File: src/rtl/bdq_pkg.sv
// ----------------------------------------------------------------------------
// bdq_pkg
// Request and status codes and fixed port widths of the bounded deque.
// ----------------------------------------------------------------------------
package bdq_pkg;

	localparam int REQ_W   = 3;
	localparam int WORD_W  = 32;
	localparam int RANGE_W = 4;
	localparam int FILL_W  = 5;
	localparam int STAT_W  = 2;

	localparam logic [REQ_W-1:0] REQ_PUSH_BACK  = 3'd0;
	localparam logic [REQ_W-1:0] REQ_PUSH_FRONT = 3'd1;
	localparam logic [REQ_W-1:0] REQ_POP_FRONT  = 3'd2;
	localparam logic [REQ_W-1:0] REQ_POP_BACK   = 3'd3;
	localparam logic [REQ_W-1:0] REQ_PEEK_FRONT = 3'd4;
	localparam logic [REQ_W-1:0] REQ_PEEK_BACK  = 3'd5;
	localparam logic [REQ_W-1:0] REQ_ERASE      = 3'd6;

	localparam logic [STAT_W-1:0] ST_OK    = 2'd0;
	localparam logic [STAT_W-1:0] ST_FULL  = 2'd1;
	localparam logic [STAT_W-1:0] ST_EMPTY = 2'd2;
	localparam logic [STAT_W-1:0] ST_RANGE = 2'd3;

endpackage

File: src/rtl/bounded_deque_with_range_erase.sv
// ----------------------------------------------------------------------------
// bounded_deque_with_range_erase
// Fixed-capacity double-ended queue held as a ring in one RAM, with
// push/pop/peek at both ends and inclusive range erase.
//
//   channel   signals                                          handshake
//   request   req_type data_word range_start range_end         start & !busy
//   result    read_word status fill_count                      done (1 cycle)
//
// Push, pop and peek go through accept (RAM access issued), then result.
// Erase moves the entries behind the range down over it; the RAM streams
// one read and one write per cycle while closing the gap. Refused
// requests go through accept, then result. Reset empties the deque at
// once; no clearing pass. The receiver cannot stall: done lasts one cycle.
// ----------------------------------------------------------------------------
module bounded_deque_with_range_erase
	import bdq_pkg::*;
#(
	parameter int CAPACITY = 16,
	parameter int DATA_W   = 32
) (
	input  logic               clk,
	input  logic               arst_n,
	input  logic               start,
	output logic               busy,
	input  logic [REQ_W-1:0]   req_type,
	input  logic [WORD_W-1:0]  data_word,
	input  logic [RANGE_W-1:0] range_start,
	input  logic [RANGE_W-1:0] range_end,
	output logic               done,
	output logic [WORD_W-1:0]  read_word,
	output logic [STAT_W-1:0]  status,
	output logic [FILL_W-1:0]  fill_count
);

	localparam int PTR_W = $clog2(CAPACITY > 1 ? CAPACITY : 2);
	localparam int CNT_W = $clog2(CAPACITY + 1);
	localparam int SUM_W = CNT_W + 1;
	localparam int CMP_W = (SUM_W > RANGE_W) ? SUM_W : RANGE_W;

	localparam logic [1:0] S_IDLE  = 2'd0;
	localparam logic [1:0] S_ERASE = 2'd1;
	localparam logic [1:0] S_RESP  = 2'd2;

	function automatic logic [PTR_W-1:0] wrap(input logic [SUM_W-1:0] s);
		logic [SUM_W-1:0] r;
		r = (s >= SUM_W'(CAPACITY)) ? s - SUM_W'(CAPACITY) : s;
		return r[PTR_W-1:0];
	endfunction

	logic [1:0]         state_q;
	logic [PTR_W-1:0]   head_q;
	logic [CNT_W-1:0]   count_q;
	logic [STAT_W-1:0]  status_q;
	logic               rd_sel_q;
	logic [PTR_W-1:0]   src_q;
	logic [PTR_W-1:0]   dst_q;
	logic [CNT_W-1:0]   left_q;
	logic               pend_q;

	logic               accept;
	logic               is_full;
	logic               is_empty;
	logic               erase_ok;
	logic [SUM_W-1:0]   head_x;
	logic [PTR_W-1:0]   back_wr_addr;
	logic [PTR_W-1:0]   back_rd_addr;
	logic [PTR_W-1:0]   front_wr_addr;

	logic               ram_we;
	logic [PTR_W-1:0]   ram_waddr;
	logic [DATA_W-1:0]  ram_wdata;
	logic [PTR_W-1:0]   ram_raddr;
	logic [DATA_W-1:0]  ram_rdata;

	assign busy     = (state_q != S_IDLE);
	assign accept   = start && !busy;
	assign is_full  = (count_q >= CNT_W'(CAPACITY));
	assign is_empty = (count_q == '0);
	assign erase_ok = (range_start <= range_end) &&
	                  (CMP_W'(range_end) < CMP_W'(count_q));
	assign head_x   = SUM_W'(head_q);

	assign back_wr_addr  = wrap(head_x + SUM_W'(count_q));
	assign back_rd_addr  = wrap(head_x + SUM_W'(count_q) - SUM_W'(1));
	assign front_wr_addr = (head_q == '0) ? PTR_W'(CAPACITY - 1) : head_q - PTR_W'(1);

	always_comb begin
		ram_we    = 1'b0;
		ram_waddr = dst_q;
		ram_wdata = ram_rdata;
		ram_raddr = src_q;
		if (accept) begin
			case (req_type)
				REQ_PUSH_BACK: begin
					ram_we    = !is_full;
					ram_waddr = back_wr_addr;
					ram_wdata = DATA_W'(data_word);
				end
				REQ_PUSH_FRONT: begin
					ram_we    = !is_full;
					ram_waddr = front_wr_addr;
					ram_wdata = DATA_W'(data_word);
				end
				REQ_POP_FRONT, REQ_PEEK_FRONT: ram_raddr = head_q;
				REQ_POP_BACK, REQ_PEEK_BACK:   ram_raddr = back_rd_addr;
				default: ;
			endcase
		end else if (state_q == S_ERASE) begin
			ram_we = pend_q;
		end
	end

	bdq_ram #(
		.WIDTH(DATA_W),
		.DEPTH(CAPACITY)
	) u_ram (
		.clk   (clk),
		.we    (ram_we),
		.waddr (ram_waddr),
		.wdata (ram_wdata),
		.raddr (ram_raddr),
		.rdata (ram_rdata)
	);

	always_ff @(posedge clk or negedge arst_n) begin
		if (!arst_n) begin
			state_q  <= S_IDLE;
			head_q   <= '0;
			count_q  <= '0;
			status_q <= ST_OK;
			rd_sel_q <= 1'b0;
			left_q   <= '0;
			pend_q   <= 1'b0;
			src_q    <= '0;
			dst_q    <= '0;
		end else begin
			case (state_q)
				S_IDLE: begin
					if (accept) begin
						state_q  <= S_RESP;
						status_q <= ST_OK;
						rd_sel_q <= 1'b0;
						case (req_type)
							REQ_PUSH_BACK: begin
								if (is_full) begin
									status_q <= ST_FULL;
								end else begin
									count_q <= count_q + CNT_W'(1);
								end
							end
							REQ_PUSH_FRONT: begin
								if (is_full) begin
									status_q <= ST_FULL;
								end else begin
									head_q  <= front_wr_addr;
									count_q <= count_q + CNT_W'(1);
								end
							end
							REQ_POP_FRONT: begin
								if (is_empty) begin
									status_q <= ST_EMPTY;
								end else begin
									rd_sel_q <= 1'b1;
									head_q   <= wrap(head_x + SUM_W'(1));
									count_q  <= count_q - CNT_W'(1);
								end
							end
							REQ_POP_BACK: begin
								if (is_empty) begin
									status_q <= ST_EMPTY;
								end else begin
									rd_sel_q <= 1'b1;
									count_q  <= count_q - CNT_W'(1);
								end
							end
							REQ_PEEK_FRONT, REQ_PEEK_BACK: begin
								if (is_empty) begin
									status_q <= ST_EMPTY;
								end else begin
									rd_sel_q <= 1'b1;
								end
							end
							REQ_ERASE: begin
								if (!erase_ok) begin
									status_q <= ST_RANGE;
								end else begin
									state_q <= S_ERASE;
									src_q   <= wrap(head_x + SUM_W'(range_end) + SUM_W'(1));
									dst_q   <= wrap(head_x + SUM_W'(range_start));
									left_q  <= count_q - CNT_W'(range_end) - CNT_W'(1);
									count_q <= count_q - (CNT_W'(range_end) -
									           CNT_W'(range_start) + CNT_W'(1));
									pend_q  <= 1'b0;
								end
							end
							default: ;
						endcase
					end
				end
				S_ERASE: begin
					// advance the read side while entries remain, drain the write side behind it
					if (pend_q) begin
						dst_q <= wrap(SUM_W'(dst_q) + SUM_W'(1));
					end
					if (left_q != '0) begin
						src_q  <= wrap(SUM_W'(src_q) + SUM_W'(1));
						left_q <= left_q - CNT_W'(1);
						pend_q <= 1'b1;
					end else begin
						pend_q  <= 1'b0;
						state_q <= S_RESP;
					end
				end
				S_RESP: begin
					state_q <= S_IDLE;
				end
				default: begin
					state_q <= S_IDLE;
				end
			endcase
		end
	end

	assign done       = (state_q == S_RESP);
	assign read_word  = (done && rd_sel_q) ? WORD_W'(ram_rdata) : '0;
	assign status     = status_q;
	assign fill_count = FILL_W'(count_q);

	a_count_bound: assert property (@(posedge clk) disable iff (!arst_n)
		count_q <= CNT_W'(CAPACITY))
		else $error("fill count above capacity");

	a_accept_busy: assert property (@(posedge clk) disable iff (!arst_n)
		accept |=> busy)
		else $error("accepted transaction did not raise busy");

	a_done_after_busy: assert property (@(posedge clk) disable iff (!arst_n)
		done |=> !busy)
		else $error("busy held after result");

	a_full_count: assert property (@(posedge clk) disable iff (!arst_n)
		(done && status == ST_FULL) |-> (count_q == CNT_W'(CAPACITY)))
		else $error("full status with room left");

	a_empty_count: assert property (@(posedge clk) disable iff (!arst_n)
		(done && status == ST_EMPTY) |-> (count_q == '0))
		else $error("empty status with entries stored");

endmodule

File: src/rtl/bdq_ram.sv
// ----------------------------------------------------------------------------
// bdq_ram
// Generic single-write, single-read RAM with a registered read port.
// ----------------------------------------------------------------------------
module bdq_ram #(
	parameter int WIDTH = 32,
	parameter int DEPTH = 16
) (
	input  logic                             clk,
	input  logic                             we,
	input  logic [$clog2(DEPTH > 1 ? DEPTH : 2)-1:0] waddr,
	input  logic [WIDTH-1:0]                 wdata,
	input  logic [$clog2(DEPTH > 1 ? DEPTH : 2)-1:0] raddr,
	output logic [WIDTH-1:0]                 rdata
);

	logic [WIDTH-1:0] mem_q [DEPTH];

	always_ff @(posedge clk) begin
		if (we) begin
			mem_q[waddr] <= wdata;
		end
		rdata <= mem_q[raddr];
	end

endmodule
File: config.mk
export PLATFORM = sky130hd
export DESIGN_NAME = bounded_deque_with_range_erase
export DESIGN_NICKNAME = d
export VERILOG_FILES = /design/src/rtl/bdq_pkg.sv /design/src/rtl/bounded_deque_with_range_erase.sv /design/src/rtl/bdq_ram.sv
export SDC_FILE = /design/constraint.sdc
export NUM_CORES = 1
export LEC_CHECK = 0
export BUFFER_PORTS_ARGS = -buffer_cell sky130_fd_sc_hd__buf_2
export CORE_ASPECT_RATIO = 0.8
export CORE_MARGIN = 3
export CORE_UTILIZATION = 38
export DETAILED_ROUTE_END_ITERATION = 10
export GPL_ROUTABILITY_DRIVEN = 0
export PLACE_DENSITY = 0.61
export SYNTH_ARGS = -nofsm -noshare
export SYNTH_HDL_FRONTEND = slang
export SYNTH_SLANG_ARGS = --single-unit
File: constraint.sdc
create_clock -name clk -period 3.7 [get_ports clk]
set_input_delay 0.37 -clock clk [delete_from_list [all_inputs] [get_ports clk]]
set_output_delay 0.37 -clock clk [all_outputs]
set_load 0.02 [all_outputs]
# --- Word-level counts from Yosys, hierarchy flattened ---
# Memory sizes are Yosys's and may differ from the RTL's. A register that Yosys moved wholly into a read port is not among the register bits.
# Index checks and enable logic that the tools add are counted.
classes:
  addsub: 24
  magnitude_cmp: 10
  n_eq_ne: 19
  muxes: 58
  reduce_logical: 26
op_table:
  columns: ["operator", "n"]
  rows:
  - ["32-bit two-way mux", 3]
  - ["4-bit two-way mux", 20]
  - ["4-bit one-hot mux with 2 select lines", 5]
  - ["5-bit two-way mux", 7]
  - ["4-bit by 1-bit subtractor with 4-bit output, second input constant", 8]
  - ["5-bit >= comparator, second input constant", 5]
  - ["6-bit by 5-bit >= comparator with 1-bit output, second input constant", 3]
  - ["2-bit inequality test, second input constant", 9]
  - ["4-bit by 1-bit adder with 5-bit output, second input constant", 3]
  - ["5-bit one-hot mux with 3 select lines", 1]
  - ["5-bit AND reduction", 3]
  - ["5-bit by 1-bit subtractor with 5-bit output, second input constant", 3]
  - ["1-bit two-way mux", 12]
  - ["2-bit two-way mux", 6]
  - ["4-bit by 4-bit adder with 5-bit output", 2]
  - ["5-bit by 1-bit adder with 5-bit output, second input constant", 2]
  - ["5-bit one-hot mux with 2 select lines", 1]
  - ["3-bit equality test, second input constant", 3]
  - ["2-bit OR reduction", 4]
  - ["4-bit by 5-bit adder with 6-bit output", 1]
  - ["5-bit by 1-bit adder with 6-bit output, second input constant", 1]
  - ["3-bit by 2-bit equality test with 1-bit output, second input constant", 2]
  - ["2-bit one-hot mux with 3 select lines", 1]
  - ["6-bit AND reduction", 1]
  - ["24 further kinds", 31]
totals:
  reg_bits: 28
  ramBits: 512
  input_bits: 46
  word_cells: 147
  mem_count: 1
mem_list:
  columns: ["memory", "words", "width", "read_ports", "rd_ports_with_merged_regs", "write_ports", "line", "text"]
  rows:
  - ["u_ram.mem_q", 16, 32, 1, 1, 1, "bdq_ram.sv:17", "logic [WIDTH-1:0] mem_q [DEPTH];"]

# --- Longest topological paths before layout ---
# Gate-level depths: netlist of run 1.
depth:
  ltp_word: 8
  mapped_depth: 15

# --- Modules after synthesis ---
# A second synthesis of run 1 with hierarchy kept.
hier_totals:
  hier_cells: 1252
  hier_area_um2: 23319.9
by_module_without_submodules:
  columns: ["mod", "instances", "cells_per_inst", "area_per_inst_um2"]
  rows:
  - ["bdq_ram", 1, 838, 19836.5]
  - ["bounded_deque_with_range_erase", 1, 414, 3483.3]

# --- Worst setup path before layout of run 1 ---
# OpenSTA, ideal clock, no wires.
synth_path:
  path_kind: "register -> register"
  from: "register count_q[0] (netlist: fill_count[0])"
  to: "memory u_ram.mem_q[8][0] (enable)"
  setup_ps: 421
  arrival_time_ps: 3309
  setup_slack_ps: -30
  path_stages_with_launch: 9
  period_less_slack_ps: 3730
  cell_sequence: "dfrtp_1 > ha_1 > fa_1 > xnor2_1 > nor2_1 > a21oi_1 > o21a_1 > nand2_1 > nor2_1"
synth_between:
  elab_chain_cells: 6
  elab_cells_between_ends: 12
  cone_classes: "2 x add/sub; 2 x order compare; 7 x mux; 1 x reduce/logical"
synth_rtl:
  columns: ["item", "line", "text"]
  rows:
  - ["start: declaration", "bounded_deque_with_range_erase.sv:53", "logic [CNT_W-1:0] count_q;"]
  - ["start signal: assignment", "bounded_deque_with_range_erase.sv:149", "count_q <= count_q + CNT_W'(1);"]
  - ["start signal: assignment", "bounded_deque_with_range_erase.sv:157", "count_q <= count_q + CNT_W'(1);"]
  - ["start signal: assignment", "bounded_deque_with_range_erase.sv:166", "count_q <= count_q - CNT_W'(1);"]
  - ["parallel branches: the longest is 6 deep, another holds 4-bit by 5-bit adder with 6-bit output", null, null]
  - ["end: declaration", "bdq_ram.sv:17", null]
# Parallel ways; which one is timed is not known.

# --- Worst setup path after layout of run 1 ---
layout_path:
  from: "register count_q[0] (netlist: fill_count[0])"
  to: "register u_ram.rdata[26] (read register of u_ram.mem_q)"
layout_between:
  elab_chain_cells: 6
  elab_cells_between_ends: 7
  cone_classes: "3 x add/sub; 1 x order compare; 3 x mux"
layout_rtl:
  columns: ["item", "line", "text"]
  rows:
  - ["4-bit by 5-bit adder with 6-bit output (*)", "bounded_deque_with_range_erase.sv:85", "assign back_rd_addr = wrap(head_x + SUM_W'(count_q) - SUM_W'(1));"]
  - ["6-bit by 1-bit subtractor with 6-bit output (*)", "bounded_deque_with_range_erase.sv:85", null]
  - ["6-bit by 5-bit >= comparator with 1-bit output or 4-bit by 1-bit subtractor with 4-bit output (tied branches)", "bounded_deque_with_range_erase.sv:47", "r = (s >= SUM_W'(CAPACITY)) ? s - SUM_W'(CAPACITY) : s;"]
  - ["4-bit two-way mux (*)", "bounded_deque_with_range_erase.sv:47", null]
  - ["4-bit one-hot mux with 2 select lines (*)", "bounded_deque_with_range_erase.sv:94", "case (req_type)"]
  - ["4-bit two-way mux (*)", "bounded_deque_with_range_erase.sv:93", "if (accept) begin"]
  - ["end: declaration", "bdq_ram.sv:14", "output logic [WIDTH-1:0] rdata"]
# Mark *: on every way between the ends. The rest lies on a longest branch, timed or not.
# A chain may end at the register's enable or synchronous reset.

==> out/metrics.cfg, run 1 <==
[status]
status=finished, final reports clean

[cells_and_area]
final_util=0.445
final_common_cell=edfxtp_1
nets=2128
fillers=5754
layout_common_cells=edfxtp_1, nand2_1, nand3_1
drive_gt1_frac=0.148
area_growth_pct=15.0
fin_cells=2928
finalInstanceArea_um2=28100

[detailed_routing]
vias=16000
wl_per_cell_um=22.1
drc=0
totalWireLength_um=64600
vias_per_cell=5.47
antenna_left=0
drtIter0Drc=1671
drt_first_pass_iters=5

[clock_network]
tritoncts=built
cts_num_sinks=572
cts_root_buf=clkbuf_16
cts_buffers=57
clk_latency_ns=0.61
cts_setup_buffers=0
cts_max_path_buffers=3
clkSlewWorstSetupHoldPaths_ns=0.06
htree_levels=2

[yosys]
syn_nets=2037
ys_seq_elements=572
syn_inst=1948
seq_area_frac_synth=0.685
synth-main-ff-cell=edfxtp_1
synthArstFlopShare=0.0490
synth_edf_count=512
synth_area_um2=24400
yosysWarnings=0
avgSynthCellArea_um2=12.5
synthDistinctLibCells=65

[critical_path]
cp.arrival_ns=3.85
crit_slowest_cell=fa_1
cpPeakStageDelay_ns=0.56
critPathLaunchType=flip-flop
crit_fanout=64
crit_path_end_kind=flip-flop
path_cells=ha_1 -> fa_1 -> inv_1 -> ha_1 -> nand2b_1 -> o2111a_2 -> or2_4 -> buf_12 -> a211oi_1 -> a311oi_1 -> a311oi_1 -> a31oi_1
crit_type=flip-flop to flip-flop
cp.required_ns=4.17
worstReg2RegStart=fill_count[0]$_DFFE_PN0P_
cp-startpoint=fill_count[0]$_DFFE_PN0P_

[pwr]
p_total_mw=23.5
irDropWorstVdd_uv=558
powerDensity_nw_per_um2=837
p_leak_nw=10.0

[sta]
slew_viol_final=0
fin_setup_tns_ns=0
finalSetupViolations=0
final.setup.worst_slack_ns=0.320
hold_viol=0
whs_ns=0.208
max-slew-margin-rel=0.489
rsz0062_at_grt=false
period_share=0.913
fin_crit_ns=3.38
skew_ns=0.0263
tightest_slew_ns=0.763
fmax_mhz=296

[placement]
dp_slack_ns=0.322
dpl.cell_count=2819
hpwl_um=36400
io_buffers=86
place_area_um2=26200

[grt]
antenna_found_initial=2
grt_usage=0.191
grt_max_degree=99
grt_pass1_vias=15600
globalRouteOverflowTotal=0
grt_pass1_wl_um=97700

[floorplanning]
core_area_um2=63100
rows=82
start_util=0.387
pin_count=87
die-area_um2=67300
fp.dieW_um=289
dieHeight_um=233

[flow_run]
drv_cap=0

[min_path]
holdCritStartpoint=start
hold_path.class=input port to flip-flop

## where the power goes
part / switching, mW / total (mW) / internal [mW]
Clock: 2.42 / 5.61 / 3.20
Sequential: 0.454 / 8.87 / 8.42
Combinational: 6.04 / 9.01 / 2.97
Total: 8.91 / 23.5 / 14.6
## Yosys cell counts (3+ instances only)
cell type / n / area (um^2)
a211oi_1: 36 / 270
a21o_1: 9 / 67.6
a21oi_1: 31 / 155
a311oi_1: 64 / 561
a31oi_1: 36 / 225
a32o_1: 3 / 30.0
and2_1: 4 / 25.0
and3_1: 35 / 219
buf_1: 6 / 22.5
buf_2: 37 / 185
buf_4: 12 / 90.1
buf_6: 5 / 56.3
clkbuf_1: 69 / 259
dfrtp_1: 28 / 701
dfxtp_1: 32 / 641
edfxtp_1: 512 / 15400
fa_1: 10 / 200
ha_1: 33 / 413
inv_1: 38 / 143
mux2_2: 33 / 372
mux2i_1: 12 / 120
nand2_1: 463 / 1740
nand2b_1: 5 / 31.3
nand3_1: 257 / 1290
nor2_1: 45 / 169
nor2b_1: 8 / 50.1
nor3_1: 3 / 15.0
nor3b_1: 33 / 248
o21ai_0: 20 / 100
o21ai_1: 3 / 15.0
o22a_1: 3 / 26.3
o22ai_1: 3 / 18.8
or3_1: 3 / 18.8
xnor2_1: 12 / 105
xor2_1: 8 / 70.1
## routing by layer
layer / routed length (um) / vias up / part of all wire / global-route usage
met5: 0 / - / 0 / 0
met4: 1250 / 0 / 0.019 / 0.0515
met3: 3850 / 90 / 0.060 / 0.0266
met2: 30100 / 524 / 0.47 / 0.302
met1: 29400 / 8036 / 0.46 / 0.277
li1: - / 7363 / - / -
## final cells by class
class                           count  area, um^2  area share
Inverter                           38         143     0.00508
Antenna cell                        2        5.00    0.000178
Multi-Input combinational cell   1209        7120       0.253
Sequential cell                   572       16700       0.595
Tap cell                          840        1050      0.0374
Timing Repair Buffer              161        1230      0.0439
Clock inverter                     32         241     0.00860
Clock buffer                       74        1570      0.0560
## state kept, by name (all words and copies together) (netlist names), 2 cells and up
signal,cells
u_ram.mem_q,512
u_ram.rdata,32
fill_count,5
left_q,5
dst_q,4
head_q,4
src_q,4
state_q,2
status,2
## worst max-delay path: cells and delay by family, from the launching register on
| family | cells | cell delay (ns) |
|---|---|---|
| fa+ha+maj | 3 | 1.07 |
| compound gates | 5 | 1.00 |
| simple gates | 2 | 0.48 |
| flops | 1 | 0.38 |
| buf+inv | 2 | 0.30 |
## cells by family (layout without fill, tap and decap cells)
| logic type | Yosys count | in the layout | share of synthesized area |
|---|---|---|---|
| buffers and inverters | 167 | 305 | 0.0310 |
| adders and majority gates | 43 | 43 | 0.0251 |
| muxes | 47 | 47 | 0.0220 |
| other | 0 | 2 | 0 |
| xor gates and xnor gates | 22 | 22 | 0.00877 |
| and+or+nand+nor | 866 | 866 | 0.159 |
| AOI/OAI and AO/OA | 231 | 231 | 0.0692 |
| DFF | 572 | 572 | 0.685 |
## timing repair
| item | in CTS | in global routing |
|---|---|---|
| hold buffers | 1 | 0 |
| resized for setup | 0 | 0 |
| hold endpoints to repair | 28 | 0 |
## path summary, 6_finish.rpt
check	cells after the start	to	slack (ns)
setup / recovery	12	u_ram.rdata[26]$_DFF_P_	0.32
hold / removal	4	pend_q$_DFFE_PN0P_	0.21
setup reg to reg	12	u_ram.rdata[26]$_DFF_P_	0.32
hold reg to reg	2	status[0]$_DFFE_PN0P_	0.50
max in group asynchronous	2	left_q[2]$_DFFE_PN0P_	2.90
min in group asynchronous	2	fill_count[4]$_DFFE_PN0P_	0.34
(Power assumes the default switching activity.)
==> run 2: changes to the inputs <==
- SKIP_LAST_GASP: default -> 1
- clock period: 3.7 -> 3 ns (I/O delays scaled with it)
==> run 2 against run 1 <==
Compared with the run above:
- via count increased by 2.9%
- global-route usage increased by 0.17 points
- final area increased by 9.3%
- sequential share of layout area decreased by 5.1 points
- die area unchanged
- wire length increased by 3.4%
- largest power group unchanged
- the flow now finishes with violations (negative setup slack)
==> out/metrics.cfg, run 2 (synthesis results as in run 1) <==
[clock_network]
htree_levels=2  ; unchanged
cts_max_path_buffers=3  ; unchanged
tritoncts=built
cts_root_buf=clkbuf_16
cts_num_sinks=572  ; unchanged
clk_latency_ns=0.61  ; about the same
cts_buffers=54  ; -5.3%
clkSlewWorstSetupHoldPaths_ns=0.07  ; about the same

[sta]
tightest_slew_ns=0.716  ; -0.0475 ns
period_share=1.08  ; +0.165
max-slew-margin-rel=0.523  ; +0.0340
whs_ns=0.143  ; -0.0645 ns
rsz0062_at_grt=true
fin_crit_ns=3.23  ; -0.145 ns
final.setup.worst_slack_ns=-0.234  ; -0.555 ns
fmax_mhz=309  ; +4.5%
skew_ns=0.0198  ; -0.00647 ns
finalSetupViolations=37  ; +37
slew_viol_final=0  ; unchanged
hold_viol=0  ; unchanged

[grt]
grt_pass1_vias=15900  ; +2.0%
grt_usage=0.193  ; +0.00170
grt_max_degree=60  ; -39%
grt_pass1_wl_um=98700  ; +1.1%
globalRouteOverflowTotal=0  ; unchanged
antenna_found_initial=0  ; -2

[status]
violations=negative setup slack
status=complete, but fails checks

[min_path]
holdCritStartpoint=req_type[2]
hold_path.class=input port to flip-flop
holdPathStages=3  ; -1
min_to=status[1]$_DFFE_PN0P_

[floorplanning]
dieHeight_um=233  ; unchanged
die-area_um2=67300  ; unchanged
rows=82  ; unchanged
start_util=0.387  ; unchanged
core_area_um2=63100  ; unchanged
pin_count=87  ; unchanged
fp.dieW_um=289  ; unchanged

[detailed_routing]
drtIter0Drc=1486  ; -11%
drt_first_pass_iters=5  ; unchanged
vias_per_cell=5.45  ; -0.27%
wl_per_cell_um=22.1  ; +0.17%
totalWireLength_um=66800  ; +3.4%
antenna_left=0  ; unchanged
drc=0  ; unchanged
vias=16500  ; +2.9%

[pwr]
power_frac_seq=0.329  ; -0.049
irDropWorstVdd_uv=586  ; +5.2%
switchingPower_mw=12.2  ; +37%
intPower_mw=21.0  ; +44%
p_sw_frac=0.368  ; -0.0113
clkPwrFrac=0.230  ; -0.009
combinationalPowerShare=0.441  ; +0.058
p_leak_nw=11.1  ; +11%
powerDensity_nw_per_um2=1080  ; +29%

[cells_and_area]
nets=2225  ; +4.6%
layout_common_cells=edfxtp_1, nand2_1, nand3_1
largest-register=u_ram.mem_q
area_growth_pct=25.7
fin_cells=3022  ; +3.2%
antenna_cells=0  ; -2
drive_gt1_frac=0.247  ; +0.0993
final_common_cell=edfxtp_1
largest_registers=u_ram.mem_q x512, u_ram.rdata x32
largest_register_ff_count=512  ; unchanged

[placement]
io_buffers=86  ; unchanged
hpwl_um=38400  ; +5.3%
dpl.cell_count=2873  ; +1.9%

[critical_path]
cpPeakStageDelay_ns=0.53  ; -0.03 ns
crit_type=flip-flop to flip-flop
cp.arrival_ns=3.71  ; -0.14 ns
r2r-end=u_ram.rdata[3]$_DFF_P_
r2r_slack_ns=-0.23  ; -0.55 ns
crit_fanout=7  ; -89%
path_cells=ha_4 -> fa_1 -> inv_1 -> ha_1 -> nand2b_4 -> o2111a_2 -> buf_4 -> or2_4 -> clkbuf_16 -> buf_4 -> nand2_1 -> nand3_1 -> a311oi_1 -> a31oi_1
crit_slowest_cell=fa_1
worstReg2RegStart=fill_count[0]$_DFFE_PN0P_
critPathLaunchType=flip-flop
path_depth=14  ; +2
crit_path_end_kind=flip-flop
crit_family=adder cells
critPathMostFrequentCell=buf_4
reg2regPathDepth=14  ; +2
cp.required_ns=3.47  ; -0.70 ns
critPathBufInv=4  ; +2

[flow_run]
drv_cap=0  ; unchanged

[run 2: cell count changes in the layout (fill, tap and decap cells not counted), moves of 15 or more]
cell | before | now
a311oi_1 | 64 | 25
nand2_1 | 462 | 438
buf_4 | 55 | 70
a211oi_2 | 0 | 18
buf_6 | 0 | 16
nand2_2 | 1 | 18
a311oi_2 | 0 | 38
nand3_2 | 0 | 21
a211oi_1 | 36 | 9
buf_12 | 19 | 65
nand3_1 | 257 | 236
[run 2: power by group through the flow]
stage	Sequential, mW	Combinational [mW]	Clock (mW)
2_1_floorplan	10.9	7.78	0
3_3_place_gp	11.0	11.8	0
3_5_place_dp	11.0	12.1	0
4_1_cts	10.9	13.3	7.79
5_1_grt	11.0	15.8	8.08
6_report	10.9	14.6	7.63
[run 2: cell type report]
cell class	count	area [um^2]
inverters	38	143
repair buffers	260	2930
well taps	840	1050
multi-input cells	1210	7850
flip-flops and latches	572	16700
fillers	5369	32400
clock buffers	62	1410
clock inverters	40	584
[run 2: what timing repair did]
item	CTS	global route
pin swaps	41	34
hold buffers	1	0
endpoints found under the setup margin	288	309
endpoints found under the hold margin	28	0
cloned	7	7
setup buffers	15	19
resized for setup	82	87
[run 2: worst max-delay path by stage]
stage	start	endpoint
floorplan	fill_count[2]$_DFFE_PN0P_	u_ram.mem_q[5][0]$_DFFE_PP_
detailed placement	fill_count[0]$_DFFE_PN0P_	u_ram.rdata[25]$_DFF_P_
global placement	fill_count[0]$_DFFE_PN0P_	u_ram.rdata[15]$_DFF_P_
CTS	fill_count[0]$_DFFE_PN0P_	u_ram.rdata[5]$_DFF_P_
finish	fill_count[0]$_DFFE_PN0P_	u_ram.rdata[3]$_DFF_P_
global route	head_q[0]$_DFFE_PN0P_	u_ram.rdata[19]$_DFF_P_
[run 2: tightest hold or removal path, stage by stage]
cell and delay [ns]:
buf_2 0.18, a2bb2oi_1 0.16, a21oi_1 0.08
[run 2: per-stage QoR]
| stage | cell area (um^2) | total power, mW | worst slack, ns | util | TNS, ns |
|---|---|---|---|---|---|
| final | 30700 | 33.1 | -0.234 | 0.486 | -4.78 |
| after global routing | 30700 | 34.8 | -0.340 | 0.486 | -25.44 |
| after CTS | 29900 | 32.0 | -0.187 | 0.474 | -4.17 |
| after detailed placement | 27200 | 23.1 | -0.257 | 0.431 | -11.96 |
| after global placement | 27200 | 22.8 | -0.187 | 0.431 | -7.62 |
| after floorplan | 24600 | 18.7 | -0.241 | - | -90.36 |
[run 2: metal layers]
layer,share of wire,track usage
met1,0.45,0.281
met2,0.47,0.305
met3,0.063,0.0291
met4,0.017,0.0449
met5,0,0
